### src/rtl/dfr_pkg.sv
// Package for the sync/length/checksum deframer: status codes, state
// encodings and the records passed between the front, queue and back parts.
// No dependencies.
package dfr_pkg;

	// Result status codes
	typedef enum logic [1:0] {
		ST_PAYLOAD  = 2'd0,
		ST_EMPTY    = 2'd1,
		ST_BAD_SUM  = 2'd2,
		ST_TOO_LONG = 2'd3
	} status_t;

	// Frame parser states
	typedef enum logic [2:0] {
		F_HUNT,
		F_SYNC2,
		F_TYPE,
		F_LEN,
		F_PAYLOAD,
		F_CSUM
	} front_state_t;

	// Result sequencer states
	typedef enum logic [1:0] {
		B_IDLE,
		B_FETCH,
		B_SEND
	} back_state_t;

	// Register index decoded from paddr
	localparam logic REG_SYNC = 1'b0;

	localparam logic [7:0] SYNC_RESET = 8'h5A;

	// One frame outcome queued from front to back
	typedef struct packed {
		status_t    status;
		logic [7:0] ftype;
		logic [7:0] flen;
	} cmd_t;

	// Payload store write request from the front
	typedef struct packed {
		logic       we;
		logic [7:0] addr;
		logic [7:0] data;
	} store_wr_t;

endpackage

### src/rtl/dfr_if.sv
// Valid/ready channel interfaces for the deframer: received bytes in,
// frame results out. Depends on nothing.
interface dfr_in_if;
	logic       valid;
	logic       ready;
	logic [7:0] rx_byte;

	modport source (output valid, output rx_byte, input ready);
	modport sink (input valid, input rx_byte, output ready);
endinterface

interface dfr_out_if;
	logic       valid;
	logic       ready;
	logic [1:0] status;
	logic [7:0] frame_type;
	logic [7:0] payload_length;
	logic [4:0] byte_index;
	logic [7:0] data_out;
	logic       last;

	modport source (output valid, output status, output frame_type, output payload_length,
		output byte_index, output data_out, output last, input ready);
	modport sink (input valid, input status, input frame_type, input payload_length,
		input byte_index, input data_out, input last, output ready);
endinterface

### src/rtl/dfr_front.sv
// Deframer front part: accepts received bytes, tracks the frame layout and
// running sum, writes payload bytes and queues one command per finished frame.
// Depends on dfr_pkg and dfr_if.
module dfr_front #(
	parameter int MAX_FRAME_BYTES = 32
) (
	input  logic                clk,
	input  logic                arst_n,
	dfr_in_if.sink              rx,
	input  logic [7:0]          sync_byte,
	input  logic                q_full,
	output logic                push,
	output dfr_pkg::cmd_t       push_cmd,
	output dfr_pkg::store_wr_t  wr,
	input  logic                done
);

	dfr_pkg::front_state_t state_q, state_d;
	logic [7:0] sum_q;
	logic [7:0] type_q;
	logic [7:0] len_q;
	logic [7:0] cnt_q;
	logic       lock_q;

	logic       rdy;
	logic       acc;
	logic [7:0] b;
	logic       too_long;
	logic       cnt_end;

	assign b        = rx.rx_byte;
	assign too_long = (9'(b) + 9'd5) > 9'(MAX_FRAME_BYTES);
	assign cnt_end  = (9'(cnt_q) + 9'd1) == 9'(len_q);
	assign acc      = rx.valid && rdy;
	assign rx.ready = rdy;

	// Next state
	always_comb begin
		state_d = state_q;
		if (acc) begin
			unique case (state_q)
				dfr_pkg::F_HUNT: begin
					if (b == sync_byte) state_d = dfr_pkg::F_SYNC2;
				end
				dfr_pkg::F_SYNC2: begin
					state_d = (b == sync_byte) ? dfr_pkg::F_TYPE : dfr_pkg::F_HUNT;
				end
				dfr_pkg::F_TYPE: begin
					state_d = dfr_pkg::F_LEN;
				end
				dfr_pkg::F_LEN: begin
					if (too_long) state_d = dfr_pkg::F_HUNT;
					else if (b == 8'd0) state_d = dfr_pkg::F_CSUM;
					else state_d = dfr_pkg::F_PAYLOAD;
				end
				dfr_pkg::F_PAYLOAD: begin
					if (cnt_end) state_d = dfr_pkg::F_CSUM;
				end
				dfr_pkg::F_CSUM: begin
					state_d = dfr_pkg::F_HUNT;
				end
				default: state_d = dfr_pkg::F_HUNT;
			endcase
		end
	end

	// Outputs
	always_comb begin
		rdy      = 1'b1;
		push     = 1'b0;
		push_cmd = '{status: dfr_pkg::ST_PAYLOAD, ftype: type_q, flen: len_q};
		wr       = '{we: 1'b0, addr: cnt_q, data: b};
		unique case (state_q)
			dfr_pkg::F_LEN: begin
				rdy      = !q_full;
				push     = acc && too_long;
				push_cmd = '{status: dfr_pkg::ST_TOO_LONG, ftype: type_q, flen: b};
			end
			dfr_pkg::F_PAYLOAD: begin
				// hold payload bytes while the back still reads the last frame
				rdy   = !lock_q;
				wr.we = acc;
			end
			dfr_pkg::F_CSUM: begin
				rdy  = !q_full;
				push = acc;
				if (b != sum_q) push_cmd.status = dfr_pkg::ST_BAD_SUM;
				else if (len_q == 8'd0) push_cmd.status = dfr_pkg::ST_EMPTY;
				else push_cmd.status = dfr_pkg::ST_PAYLOAD;
			end
			default: begin
				rdy = 1'b1;
			end
		endcase
	end

	always_ff @(posedge clk or negedge arst_n) begin
		if (!arst_n) begin
			state_q <= dfr_pkg::F_HUNT;
			sum_q   <= 8'd0;
			type_q  <= 8'd0;
			len_q   <= 8'd0;
			cnt_q   <= 8'd0;
			lock_q  <= 1'b0;
		end else begin
			state_q <= state_d;
			if (acc) begin
				case (state_q)
					dfr_pkg::F_HUNT: begin
						if (b == sync_byte) sum_q <= b;
					end
					dfr_pkg::F_SYNC2: begin
						sum_q <= sum_q + b;
					end
					dfr_pkg::F_TYPE: begin
						type_q <= b;
						sum_q  <= sum_q + b;
					end
					dfr_pkg::F_LEN: begin
						len_q <= b;
						sum_q <= sum_q + b;
						cnt_q <= 8'd0;
					end
					dfr_pkg::F_PAYLOAD: begin
						sum_q <= sum_q + b;
						cnt_q <= cnt_q + 8'd1;
					end
					default: begin
						sum_q <= sum_q;
					end
				endcase
			end
			if (push && push_cmd.status == dfr_pkg::ST_PAYLOAD) lock_q <= 1'b1;
			else if (done) lock_q <= 1'b0;
		end
	end

	a_push_room: assert property (@(posedge clk) disable iff (!arst_n)
		push |-> !q_full)
		else $error("front pushed into a full queue");

	a_no_write_locked: assert property (@(posedge clk) disable iff (!arst_n)
		wr.we |-> !lock_q)
		else $error("payload store written while back still reads it");

	a_lock_set: assert property (@(posedge clk) disable iff (!arst_n)
		(push && push_cmd.status == dfr_pkg::ST_PAYLOAD) |=> lock_q)
		else $error("store lock not taken after good frame");

endmodule

### src/rtl/dfr_queue.sv
// Two-entry command queue between the deframer front and back parts.
// Depends on dfr_pkg.
module dfr_queue (
	input  logic          clk,
	input  logic          arst_n,
	input  logic          push,
	input  dfr_pkg::cmd_t push_cmd,
	input  logic          pop,
	output dfr_pkg::cmd_t head,
	output logic          full,
	output logic          empty
);

	localparam int DEPTH = 2;
	localparam int PW    = $clog2(DEPTH);

	dfr_pkg::cmd_t     mem_q [DEPTH];
	logic [PW-1:0]     wptr_q;
	logic [PW-1:0]     rptr_q;
	logic [PW:0]       cnt_q;

	assign full  = cnt_q == (PW+1)'(DEPTH);
	assign empty = cnt_q == '0;
	assign head  = mem_q[rptr_q];

	always_ff @(posedge clk) begin
		if (push) mem_q[wptr_q] <= push_cmd;
	end

	always_ff @(posedge clk or negedge arst_n) begin
		if (!arst_n) begin
			wptr_q <= '0;
			rptr_q <= '0;
			cnt_q  <= '0;
		end else begin
			if (push) wptr_q <= wptr_q + PW'(1);
			if (pop) rptr_q <= rptr_q + PW'(1);
			case ({push, pop})
				2'b10:   cnt_q <= cnt_q + (PW+1)'(1);
				2'b01:   cnt_q <= cnt_q - (PW+1)'(1);
				default: cnt_q <= cnt_q;
			endcase
		end
	end

endmodule

### src/rtl/dfr_back.sv
// Deframer back part: takes frame commands from the queue, holds the payload
// store and delivers results through a registered output stage.
// Depends on dfr_pkg and dfr_if.
module dfr_back #(
	parameter int MAX_FRAME_BYTES = 32
) (
	input  logic               clk,
	input  logic               arst_n,
	input  dfr_pkg::cmd_t      head,
	input  logic               q_empty,
	output logic               pop,
	input  dfr_pkg::store_wr_t wr,
	output logic               done,
	dfr_out_if.source          res
);

	localparam int STORE_DEPTH = (MAX_FRAME_BYTES > 5) ? MAX_FRAME_BYTES - 5 : 1;
	localparam int AW          = (STORE_DEPTH > 1) ? $clog2(STORE_DEPTH) : 1;

	logic [7:0] store_q [STORE_DEPTH];

	dfr_pkg::back_state_t state_q, state_d;
	dfr_pkg::cmd_t        cmd_q;
	logic [7:0]           idx_q;
	logic [7:0]           rd_s1;

	logic                 out_valid_q;
	dfr_pkg::status_t     status_q;
	logic [7:0]           type_q;
	logic [7:0]           len_q;
	logic [4:0]           index_q;
	logic [7:0]           data_q;
	logic                 last_q;

	logic                 slot_free;
	logic                 load;
	dfr_pkg::status_t     ld_status;
	logic [7:0]           ld_type;
	logic [7:0]           ld_len;
	logic [4:0]           ld_index;
	logic [7:0]           ld_data;
	logic                 ld_last;
	logic                 idx_end;

	assign slot_free = !out_valid_q || res.ready;
	assign idx_end   = (9'(idx_q) + 9'd1) == 9'(cmd_q.flen);

	// Next state
	always_comb begin
		state_d = state_q;
		unique case (state_q)
			dfr_pkg::B_IDLE: begin
				if (pop && head.status == dfr_pkg::ST_PAYLOAD) state_d = dfr_pkg::B_FETCH;
			end
			dfr_pkg::B_FETCH: begin
				state_d = dfr_pkg::B_SEND;
			end
			dfr_pkg::B_SEND: begin
				if (slot_free) state_d = idx_end ? dfr_pkg::B_IDLE : dfr_pkg::B_FETCH;
			end
			default: state_d = dfr_pkg::B_IDLE;
		endcase
	end

	// Outputs
	always_comb begin
		pop       = 1'b0;
		load      = 1'b0;
		done      = 1'b0;
		ld_status = head.status;
		ld_type   = head.ftype;
		ld_len    = head.flen;
		ld_index  = 5'd0;
		ld_data   = 8'd0;
		ld_last   = 1'b1;
		unique case (state_q)
			dfr_pkg::B_IDLE: begin
				pop  = !q_empty && slot_free;
				load = pop && head.status != dfr_pkg::ST_PAYLOAD;
			end
			dfr_pkg::B_SEND: begin
				load      = slot_free;
				done      = slot_free && idx_end;
				ld_status = dfr_pkg::ST_PAYLOAD;
				ld_type   = cmd_q.ftype;
				ld_len    = cmd_q.flen;
				ld_index  = idx_q[4:0];
				ld_data   = rd_s1;
				ld_last   = idx_end;
			end
			default: begin
				pop = 1'b0;
			end
		endcase
	end

	// Payload store: front writes; back reads the next address only after the previous byte is sent
	always_ff @(posedge clk) begin
		if (wr.we) store_q[wr.addr[AW-1:0]] <= wr.data;
		if (state_q == dfr_pkg::B_FETCH) rd_s1 <= store_q[idx_q[AW-1:0]];
	end

	always_ff @(posedge clk) begin
		if (pop) cmd_q <= head;
		if (load) begin
			status_q <= ld_status;
			type_q   <= ld_type;
			len_q    <= ld_len;
			index_q  <= ld_index;
			data_q   <= ld_data;
			last_q   <= ld_last;
		end
	end

	always_ff @(posedge clk or negedge arst_n) begin
		if (!arst_n) begin
			state_q     <= dfr_pkg::B_IDLE;
			idx_q       <= 8'd0;
			out_valid_q <= 1'b0;
		end else begin
			state_q <= state_d;
			if (pop) idx_q <= 8'd0;
			else if (load && state_q == dfr_pkg::B_SEND && !idx_end) idx_q <= idx_q + 8'd1;
			if (load) out_valid_q <= 1'b1;
			else if (res.ready) out_valid_q <= 1'b0;
		end
	end

	assign res.valid          = out_valid_q;
	assign res.status         = status_q;
	assign res.frame_type     = type_q;
	assign res.payload_length = len_q;
	assign res.byte_index     = index_q;
	assign res.data_out       = data_q;
	assign res.last           = last_q;

	a_fetch_in_range: assert property (@(posedge clk) disable iff (!arst_n)
		state_q == dfr_pkg::B_FETCH |-> idx_q < cmd_q.flen)
		else $error("payload read past frame length");

	a_send_after_fetch: assert property (@(posedge clk) disable iff (!arst_n)
		(state_q == dfr_pkg::B_SEND && $past(state_q) != dfr_pkg::B_SEND)
		|-> $past(state_q) == dfr_pkg::B_FETCH)
		else $error("send entered without a store read");

	a_done_on_last: assert property (@(posedge clk) disable iff (!arst_n)
		done |=> (out_valid_q && last_q && status_q == dfr_pkg::ST_PAYLOAD))
		else $error("store released without last payload result");

endmodule

### src/rtl/sync_length_checksum_deframer.sv
// Sync/length/checksum frame receiver. A frame outcome passes from the front
// through the command queue to the output register, and payload results leave
// one at a time, each after a registered read of the payload store. Payload
// bytes of a next frame wait while the store is still being read out. Reset
// clears all control state and loads sync_byte with 0x5A; the payload store is
// not cleared.
module sync_length_checksum_deframer #(
	parameter int MAX_FRAME_BYTES = 32
) (
	input  logic        clk,
	input  logic        arst_n,
	dfr_in_if.sink      rx,
	dfr_out_if.source   res,
	input  logic        psel,
	input  logic        penable,
	input  logic        pwrite,
	input  logic [2:0]  paddr,
	input  logic [31:0] pwdata,
	output logic [31:0] prdata,
	output logic        pready
);

	logic [7:0]         sync_q;
	logic               reg_idx;
	logic               q_full;
	logic               q_empty;
	logic               push;
	logic               pop;
	logic               done;
	dfr_pkg::cmd_t      push_cmd;
	dfr_pkg::cmd_t      head;
	dfr_pkg::store_wr_t wr;

	assign pready  = 1'b1;
	assign reg_idx = paddr[2];
	assign prdata  = (reg_idx == dfr_pkg::REG_SYNC) ? {24'd0, sync_q} : 32'd0;

	always_ff @(posedge clk or negedge arst_n) begin
		if (!arst_n) begin
			sync_q <= dfr_pkg::SYNC_RESET;
		end else if (psel && penable && pwrite && pready && reg_idx == dfr_pkg::REG_SYNC) begin
			sync_q <= pwdata[7:0];
		end
	end

	dfr_front #(
		.MAX_FRAME_BYTES(MAX_FRAME_BYTES)
	) u_front (
		.clk      (clk),
		.arst_n   (arst_n),
		.rx       (rx),
		.sync_byte(sync_q),
		.q_full   (q_full),
		.push     (push),
		.push_cmd (push_cmd),
		.wr       (wr),
		.done     (done)
	);

	dfr_queue u_queue (
		.clk     (clk),
		.arst_n  (arst_n),
		.push    (push),
		.push_cmd(push_cmd),
		.pop     (pop),
		.head    (head),
		.full    (q_full),
		.empty   (q_empty)
	);

	dfr_back #(
		.MAX_FRAME_BYTES(MAX_FRAME_BYTES)
	) u_back (
		.clk    (clk),
		.arst_n (arst_n),
		.head   (head),
		.q_empty(q_empty),
		.pop    (pop),
		.wr     (wr),
		.done   (done),
		.res    (res)
	);

endmodule
### src/flat_wrapper.sv
// flat-port wrapper written by rule: the top's interface ports become plain ports
module sync_length_checksum_deframer_flat 
#(
	parameter int MAX_FRAME_BYTES = 32
)
  (clk, arst_n, psel, penable, pwrite, paddr, pwdata, prdata, pready, rx_valid, rx_rx_byte, rx_ready, res_valid, res_status, res_frame_type, res_payload_length, res_byte_index, res_data_out, res_last, res_ready);
  dfr_in_if rx_i ();
  dfr_out_if res_i ();
  input  logic clk;
  input  logic arst_n;
  input  logic psel;
  input  logic penable;
  input  logic pwrite;
  input  logic [2:0] paddr;
  input  logic [31:0] pwdata;
  output logic [31:0] prdata;
  output logic pready;
  input wire logic [$bits(rx_i.valid)-1:0] rx_valid;
  input wire logic [$bits(rx_i.rx_byte)-1:0] rx_rx_byte;
  output wire logic [$bits(rx_i.ready)-1:0] rx_ready;
  output wire logic [$bits(res_i.valid)-1:0] res_valid;
  output wire logic [$bits(res_i.status)-1:0] res_status;
  output wire logic [$bits(res_i.frame_type)-1:0] res_frame_type;
  output wire logic [$bits(res_i.payload_length)-1:0] res_payload_length;
  output wire logic [$bits(res_i.byte_index)-1:0] res_byte_index;
  output wire logic [$bits(res_i.data_out)-1:0] res_data_out;
  output wire logic [$bits(res_i.last)-1:0] res_last;
  input wire logic [$bits(res_i.ready)-1:0] res_ready;
  assign rx_i.valid = rx_valid;
  assign rx_i.rx_byte = rx_rx_byte;
  assign rx_ready = rx_i.ready;
  assign res_valid = res_i.valid;
  assign res_status = res_i.status;
  assign res_frame_type = res_i.frame_type;
  assign res_payload_length = res_i.payload_length;
  assign res_byte_index = res_i.byte_index;
  assign res_data_out = res_i.data_out;
  assign res_last = res_i.last;
  assign res_i.ready = res_ready;
  sync_length_checksum_deframer #(.MAX_FRAME_BYTES(MAX_FRAME_BYTES)) u_core (.clk(clk), .arst_n(arst_n), .rx(rx_i), .res(res_i), .psel(psel), .penable(penable), .pwrite(pwrite), .paddr(paddr), .pwdata(pwdata), .prdata(prdata), .pready(pready));
endmodule
### config.mk
export PLATFORM = sky130hd
export DESIGN_NAME = sync_length_checksum_deframer_flat
export DESIGN_NICKNAME = d
export VERILOG_FILES = /design/src/rtl/dfr_pkg.sv /design/src/rtl/dfr_if.sv /design/src/rtl/dfr_front.sv /design/src/rtl/dfr_queue.sv /design/src/rtl/dfr_back.sv /design/src/rtl/sync_length_checksum_deframer.sv /design/src/flat_wrapper.sv
export SDC_FILE = /design/constraint.sdc
export NUM_CORES = 1
export LEC_CHECK = 0
export BUFFER_PORTS_ARGS = -buffer_cell sky130_fd_sc_hd__buf_2
export CAP_MARGIN = 20
export CORE_MARGIN = 5
export CORE_UTILIZATION = 54
export DETAILED_ROUTE_END_ITERATION = 10
export GPL_TIMING_DRIVEN = 0
export PLACE_DENSITY = 0.77
export SETUP_SLACK_MARGIN = 0.05
export SYNTH_ARGS = -nofsm -noshare
export SYNTH_HDL_FRONTEND = slang
export SYNTH_HIERARCHICAL = 1
export SYNTH_SLANG_ARGS = --single-unit
### constraint.sdc
create_clock -name clk -period 3.85 [get_ports clk]
set_input_delay 0.77 -clock clk [delete_from_list [all_inputs] [get_ports clk]]
set_output_delay 0.77 -clock clk [all_outputs]
set_load 0.02 [all_outputs]
-- Yosys cells after proc, flatten, opt, wreduce, memory -nomap -nowiden
Memory sizes are Yosys's and may differ from the RTL's. A register that Yosys moved wholly into a read port is not among the register bits.
Index checks and enable logic that the tools add are counted.
- bits in read-only memories: 0
- bits in latches: 0
- bits in registers: 107
- memories kept: 2
- memory bits (writable): 252
- word-level logic and storage cells: 130
- input bits: 50
- output and inout bits: 67
- multiplexer cells: 37
- $lt $le $gt $ge: 1
- reductions and logical operators: 40
- bitwise operators: 1
- equality and inequality tests: 18
- shifts and indexed selects: 0
- div/mod/pow operators: 0
- add/sub/neg operators: 10
- $mul: 0
- memory list (name ; words ; width ; read ports ; clocked after Yosys merged registers in ; wr ports ; RTL line ; RTL):
    u_core.u_back.store_q ; 27 ; 8 ; 1 ; 1 ; 1 ; dfr_back.sv:20 ; logic [7:0] store_q [STORE_DEPTH];
    u_core.u_queue.mem_q ; 2 ; 18 ; 1 ; 0 ; 1 ; dfr_queue.sv:17 ; dfr_pkg::cmd_t mem_q [DEPTH];
- operators by type and width (kind ; number):
    $mux W8 ; 7
    $pmux W8 S2 ; 2
    $add A8 B1 Y9 const B ; 2
    $eq A9 B8 Y1 ; 2
    $add A8 B1 Y8 const B ; 2
    $logic_not A8 Y1 ; 2
    $pmux W3 S5 ; 1
    $mux W1 ; 14
    $reduce_bool A2 Y1 ; 7
    $logic_and A1 B1 Y1 ; 12
    $add A8 B3 Y9 const B ; 1
    $gt A9 B6 Y1 const B ; 1
    $mux W3 ; 3
    $add A8 B8 Y8 ; 1
    $eq A8 B8 Y1 ; 1
    $logic_not A2 Y1 ; 4
    $mux W2 ; 4
    $ne A2 B2 Y1 const B ; 4
    $ne A8 B8 Y1 ; 1
    $pmux W2 S2 ; 2
    $reduce_and A2 Y1 ; 4
    $eq A2 B2 Y1 const B ; 3
    $eq A3 B2 Y1 const B ; 2
    $eq A3 B3 Y1 const B ; 2
    other kinds (14) ; 23

-- Logic depth before layout (Yosys ltp)
- word-level depth: 9
- depth in mapped cells: 10
- gate-level depth less buffers: 10

-- By module
The synthesis kept the hierarchy.
- by module, submodules not included (module ; cells each ; instances ; area an instance (um^2) ; seq. area each (um^2)):
    dfr_back ; 567 ; 1 ; 11262.1 ; 8443.1
    dfr_front ; 283 ; 1 ; 2597.5 ; 900.9
    dfr_queue ; 72 ; 1 ; 1532.7 ; 1181.1
    sync_length_checksum_deframer ; 52 ; 1 ; 584.3 ; 205.2

-- Worst setup path before layout
Ideal clock, no wire load.
- kind: input port to flip-flop
- start point: input port res_ready
- end point: register u_core.u_back.index_q[0], in the netlist u_core/u_back/res.byte_index[0] (enable)
- required time: 3.383 ns
- arrival time: 3.479 ns
- buffers on the path: 0
- stages on the path: 4
- setup time: 0.467 ns
- setup slack: -0.096 ns
- cells stage by stage: inv_1 nand2_1 nand3_1 o21ai_0
- cells in the longest elaborated chain, start to end: 4
- ends and longest elaborated chain (element ; RTL line ; RTL):
    from (decl) ; flat_wrapper.sv:28 ; input wire logic [$bits(res_i.ready)-1:0] res_ready;
    $logic_or A1 B1 Y1 (*) ; dfr_back.sv:45 ; assign slot_free = !out_valid_q || res.ready;
    $logic_and A1 B1 Y1 ; dfr_back.sv:78 ; pop = !q_empty && slot_free;
    $logic_and A1 B1 Y1 ; dfr_back.sv:79 ; load = pop && head.status != dfr_pkg::ST_PAYLOAD;
    $pmux W1 S2 (*) ; dfr_back.sv:76 ; unique case (state_q)
    net u_core.u_back.load ; dfr_back.sv:36 ; logic load;
    to (signal assigned) ; dfr_back.sv:109 ; index_q <= ld_index;
    to (decl) ; dfr_back.sv:31 ; logic [4:0] index_q;
Mark *: on every way through the listed nets, which the timed path passes. The rest lies on a longest branch.
A chain may end at the register's enable or synchronous reset.

==> results by stage <==
Outcome:
- The run finished with clean final reports.

Setup path:
- The worst reg2reg path startpoint is u_core/u_queue/cnt_q[1].
- The worst setup path is captured at a flip-flop.
- Data arrives at the worst endpoint at 3.46 ns.
- The cell depth of the worst flop-to-flop path is 9.
- The startpoint type of the worst setup path is a flip-flop.
- The capturing element of the worst setup path is u_core/u_back/store_q[20][1].
- In this run the worst setup path begins at u_core/u_queue/cnt_q[1].
- STA puts the critical path data required time at 3.99 ns.
- In this run the critical register-to-register path is captured at u_core/u_back/store_q[20][1].
- Across all register-to-register paths, the minimum setup slack is 0.53 ns.
- The maximum net fanout on the critical path is 10.
- The setup path with the least slack is of type reg -> reg.

Synth:
- The number of library cell types mapped by synthesis is 74.
- By area, the combinational part of the netlist is dominated by multiplexers.
- Yosys instantiated no cell more often than edfxtp_1.
- In this run the biggest area consumer among cell types represents 57.89% of the synthesized area.
- By count the netlist is led by 308 x edfxtp_1, 58 x nor2_1, 56 x nand2_1.
- Each instance of the synthesized netlist takes up on average 16.40 µm².
- The predominant post-synthesis flop cell is edfxtp_1.
- After synthesis the netlist holds a flip-flop and latch count of 367.
- Sorting the synthesized cells by area gives the leading types as edfxtp_1 58%, dfrtp_1 8.6%, mux4_2 5.1%.
- After Yosys synthesis, full adders, half adders and majority gates account for 0.9085% of the synthesized area.
- The number of flops mapped to enable cells by yosys is 308.
- After Yosys synthesis, XOR and XNOR cells account for 1.809% of the synthesized area.
- Summed over all instances, the cell type with the most area after synthesis is edfxtp_1.
- In the synthesized netlist the async set-or-reset flop fraction comes to 16.08%.
- The number of cells produced by synthesis is 974.
- Of the total synthesized cell area, the portion taken by AND, OR, NAND and NOR gates is 7.119%.
- The mapped netlist covers 0.01598 mm².
- The mux contribution to synthesized area is 15.08%.
- During synthesis, Yosys emitted a total of 6 warnings.
- Sequential cells were found to cover 67.16% of the synthesized design area.
- The synthesized netlist devotes 4.221% of its cell area to compound gates.

Final layout:
- From synthesis to final layout, the design area changed by 13.79%.
- The post-route netlist has 27.23% of its cells at a drive strength greater than 1.
- The register with the most flip-flops in the layout has 216 of them.
- The repair_antennas step left the layout with diodes totalling 0.
- Once layout is complete, the utilization of the core stands at 61.83%.
- For this run, the post-layout net count is 1164.

Drt:
- Once detail routing completed, the nets flagged for antenna violations numbered 0.
- The first-iteration detailed-routing DRC count is 800.
- The ratio of routed vias to standard cells is 5.693.
- The overall routed net length is 30.65 mm.
- The total number of vias is 8659.
- Dividing the detail-routed wire length by the instance count gives 20.15 µm.
- The number of design rule violations left after detail routing is 0.
- The number of optimization iterations in the first detailed-route pass is 5.

Placement:
- Buffers placed on the I/O ports in this run total 65.
- The half-perimeter wire length of the detailed placement result is 20.10 mm.
- The final weighted congestion in routability-driven placement is 0.8384.

Clock tree:
- The clock tree buffer depth is 3.
- The clock buffer count from CTS is 37.
- TritonCTS built the clock tree.
- After clock tree synthesis, the clock-pin slew on the worst setup and hold paths is 0.06 ns.
- The number of levels the H-tree was split into is 2.
- The clock root buffer is clkbuf_16.
- For this design, the sink count on the clock tree is 367.
- The number of gates resized after CTS was 0.
- The number of hold buffers added after cts is 0.
- The later-pin clock latency in the skew report is 0.52 ns.
- After clock tree synthesis, the setup repair step added 0 buffers.

Timing:
- The final total negative setup slack is 0 ns.
- The final number of setup-violating endpoints is 0.
- Dividing the final minimum period by the clock period gives 86.19%.
- The maximum achievable frequency is 301.3 MHz.
- The clock skew after layout is 0.02026 ns.
- The hold violation count in the final report came to 0.
- The clock period minus worst slack is 3.318 ns.
- The tightest hold margin is 0.3016 ns.
- The final max-slew violation count was 0.
- The worst pin sits at a relative slew slack of 37.33%.
- For the pin with the worst max-slew slack, the measured transition is 0.9400 ns.
- Setup repair after global routing left no endpoint under its margin.

Floorplan:
- The boundary pin count is 117.
- The placeable core region is 0.02940 mm².
- The number of placement rows is 63.
- The total die area is 0.03313 mm².
- The initial cell density of the core is 54.34%.
- The die is 182.0 µm tall.
- The die is 182.0 µm wide.

Power:
- The design draws 12.51 mW.
- The static leakage power is 6.417 nW.
- VDD sags by at most 341.6 µV.
- For this design the ratio of total power to cell area is 688.1 mW/mm².

Global route:
- Entering global routing, the biggest net connects 32 pins.
- Global routing used 18.61% of the available tracks across all layers.
- For this run the aggregate overflow at the end of global routing stands at 0.
- The global-route wire length before repair is 48.40 mm.
- The initial antenna violation count is 1.
- The via count of the first global-routing pass is 8640.

Worst hold path:
- The type of the tightest min-delay check is in -> async.

Job:
- The number of maximum-capacitance violations is 0.
layout by cell type, fill, tap and decap left out, types with 4 or more instances in the layout:
cell         n
nor4_1       5
nor3_1      10
o21ai_1     20
nand4_1      5
o21ai_0     25
o21a_1       4
a21oi_2      5
inv_1       12
mux2_4       9
a31oi_1      4
mux2i_1     25
edfxtp_1   308
and2b_2      8
clkbuf_16   38
a21oi_1     17
and2_1      18
mux2_2      44
xor2_1       5
mux4_2      36
mux2_1      17
ha_1        10
dfstp_2      4
buf_2       78
nor2b_1     12
nand2_1     56
and3_1       4
nand3b_1     6
nor2_1      57
clkinv_2     7
buf_6       10
clkbuf_1    16
mux4_1      20
buf_4       36
clkinv_1     6
nand3_1     13
bufinv_16    6
xnor2_1     28
conb_1      25
dfrtp_1     55
kinds of logic (layout without fill, tap and decap cells):
logic type	count (synthesis)	in the layout
multiplexers	151	151
flip-flops	367	367
AO/OA/AOI/OAI	103	103
adder cells (fa/ha/maj)	11	11
XOR/XNOR	33	33
AND/OR/NAND/NOR	219	219
buffers and inverters	88	222
other	2	25
where the power goes:
| part | internal (mW) | total (mW) | switching (mW) |
|---|---|---|---|
| clock | 2.25 | 3.67 | 1.41 |
| combinational | 1.48 | 3.44 | 1.95 |
| sequential | 5.11 | 5.41 | 0.297 |
worst min path at each step:
| stage | endpoint | slack [ns] | depth (start not counted) |
|---|---|---|---|
| 6_report | u_core/u_front/type_q[0] | 0.30 | 1 |
| 5_1_grt | u_core/u_front/type_q[3] | 0.35 | 1 |
| 4_1_cts | u_core/u_front/lock_q | 0.32 | 1 |
| 3_5_place_dp | u_core/u_queue/mem_q[1][12] | 0.46 | 0 |
| 3_3_place_gp | u_core/u_queue/mem_q[0][14] | 0.45 | 0 |
| 2_1_floorplan | u_core/u_queue/mem_q[0][10] | 0.43 | 0 |
critical path, cell delays in order, from the launching register on:
cell	delay (ns)
dfrtp_1	0.40
nor2b_1	0.18
mux2i_1	0.20
o211a_2	0.26
nand3_1	0.10
buf_2	0.20
inv_2	0.15
or3b_2	0.45
clkbuf_1	0.24
nor2_1	0.75
through the flow:
step	area (µm²)	setup slack, ns	std cells
after floorplan	16060	0.7823	997
after global placement	16880	0.08351	1452
after detailed placement	16920	0.4269	1454
after CTS	18180	0.5440	1521
after global routing	18180	0.3338	1521
final	18180	0.5315	1521
per-layer routing:
metal | wire, µm | track usage (%) | vias to the layer above
met5 | 13 | 0 | -
li1 | - | - | 3943
met3 | 2265 | 3.365 | 70
met1 | 11880 | 24.65 | 4322
met4 | 833 | 5.314 | 2
met2 | 15650 | 31.89 | 322
area by class of cell:
| type | instances | area, µm² |
|---|---|---|
| clock inverter | 21 | 261.5 |
| buffer | 74 | 531.8 |
| clock buffer | 46 | 1001 |
| sequential | 367 | 10730 |
| inverter | 14 | 52.55 |
| tap | 390 | 488.0 |
| multi-input combinational | 542 | 4755 |
| fill | 2029 | 11220 |
| timing repair buffer | 67 | 360.3 |
Power figures use the tool's default switching activity.
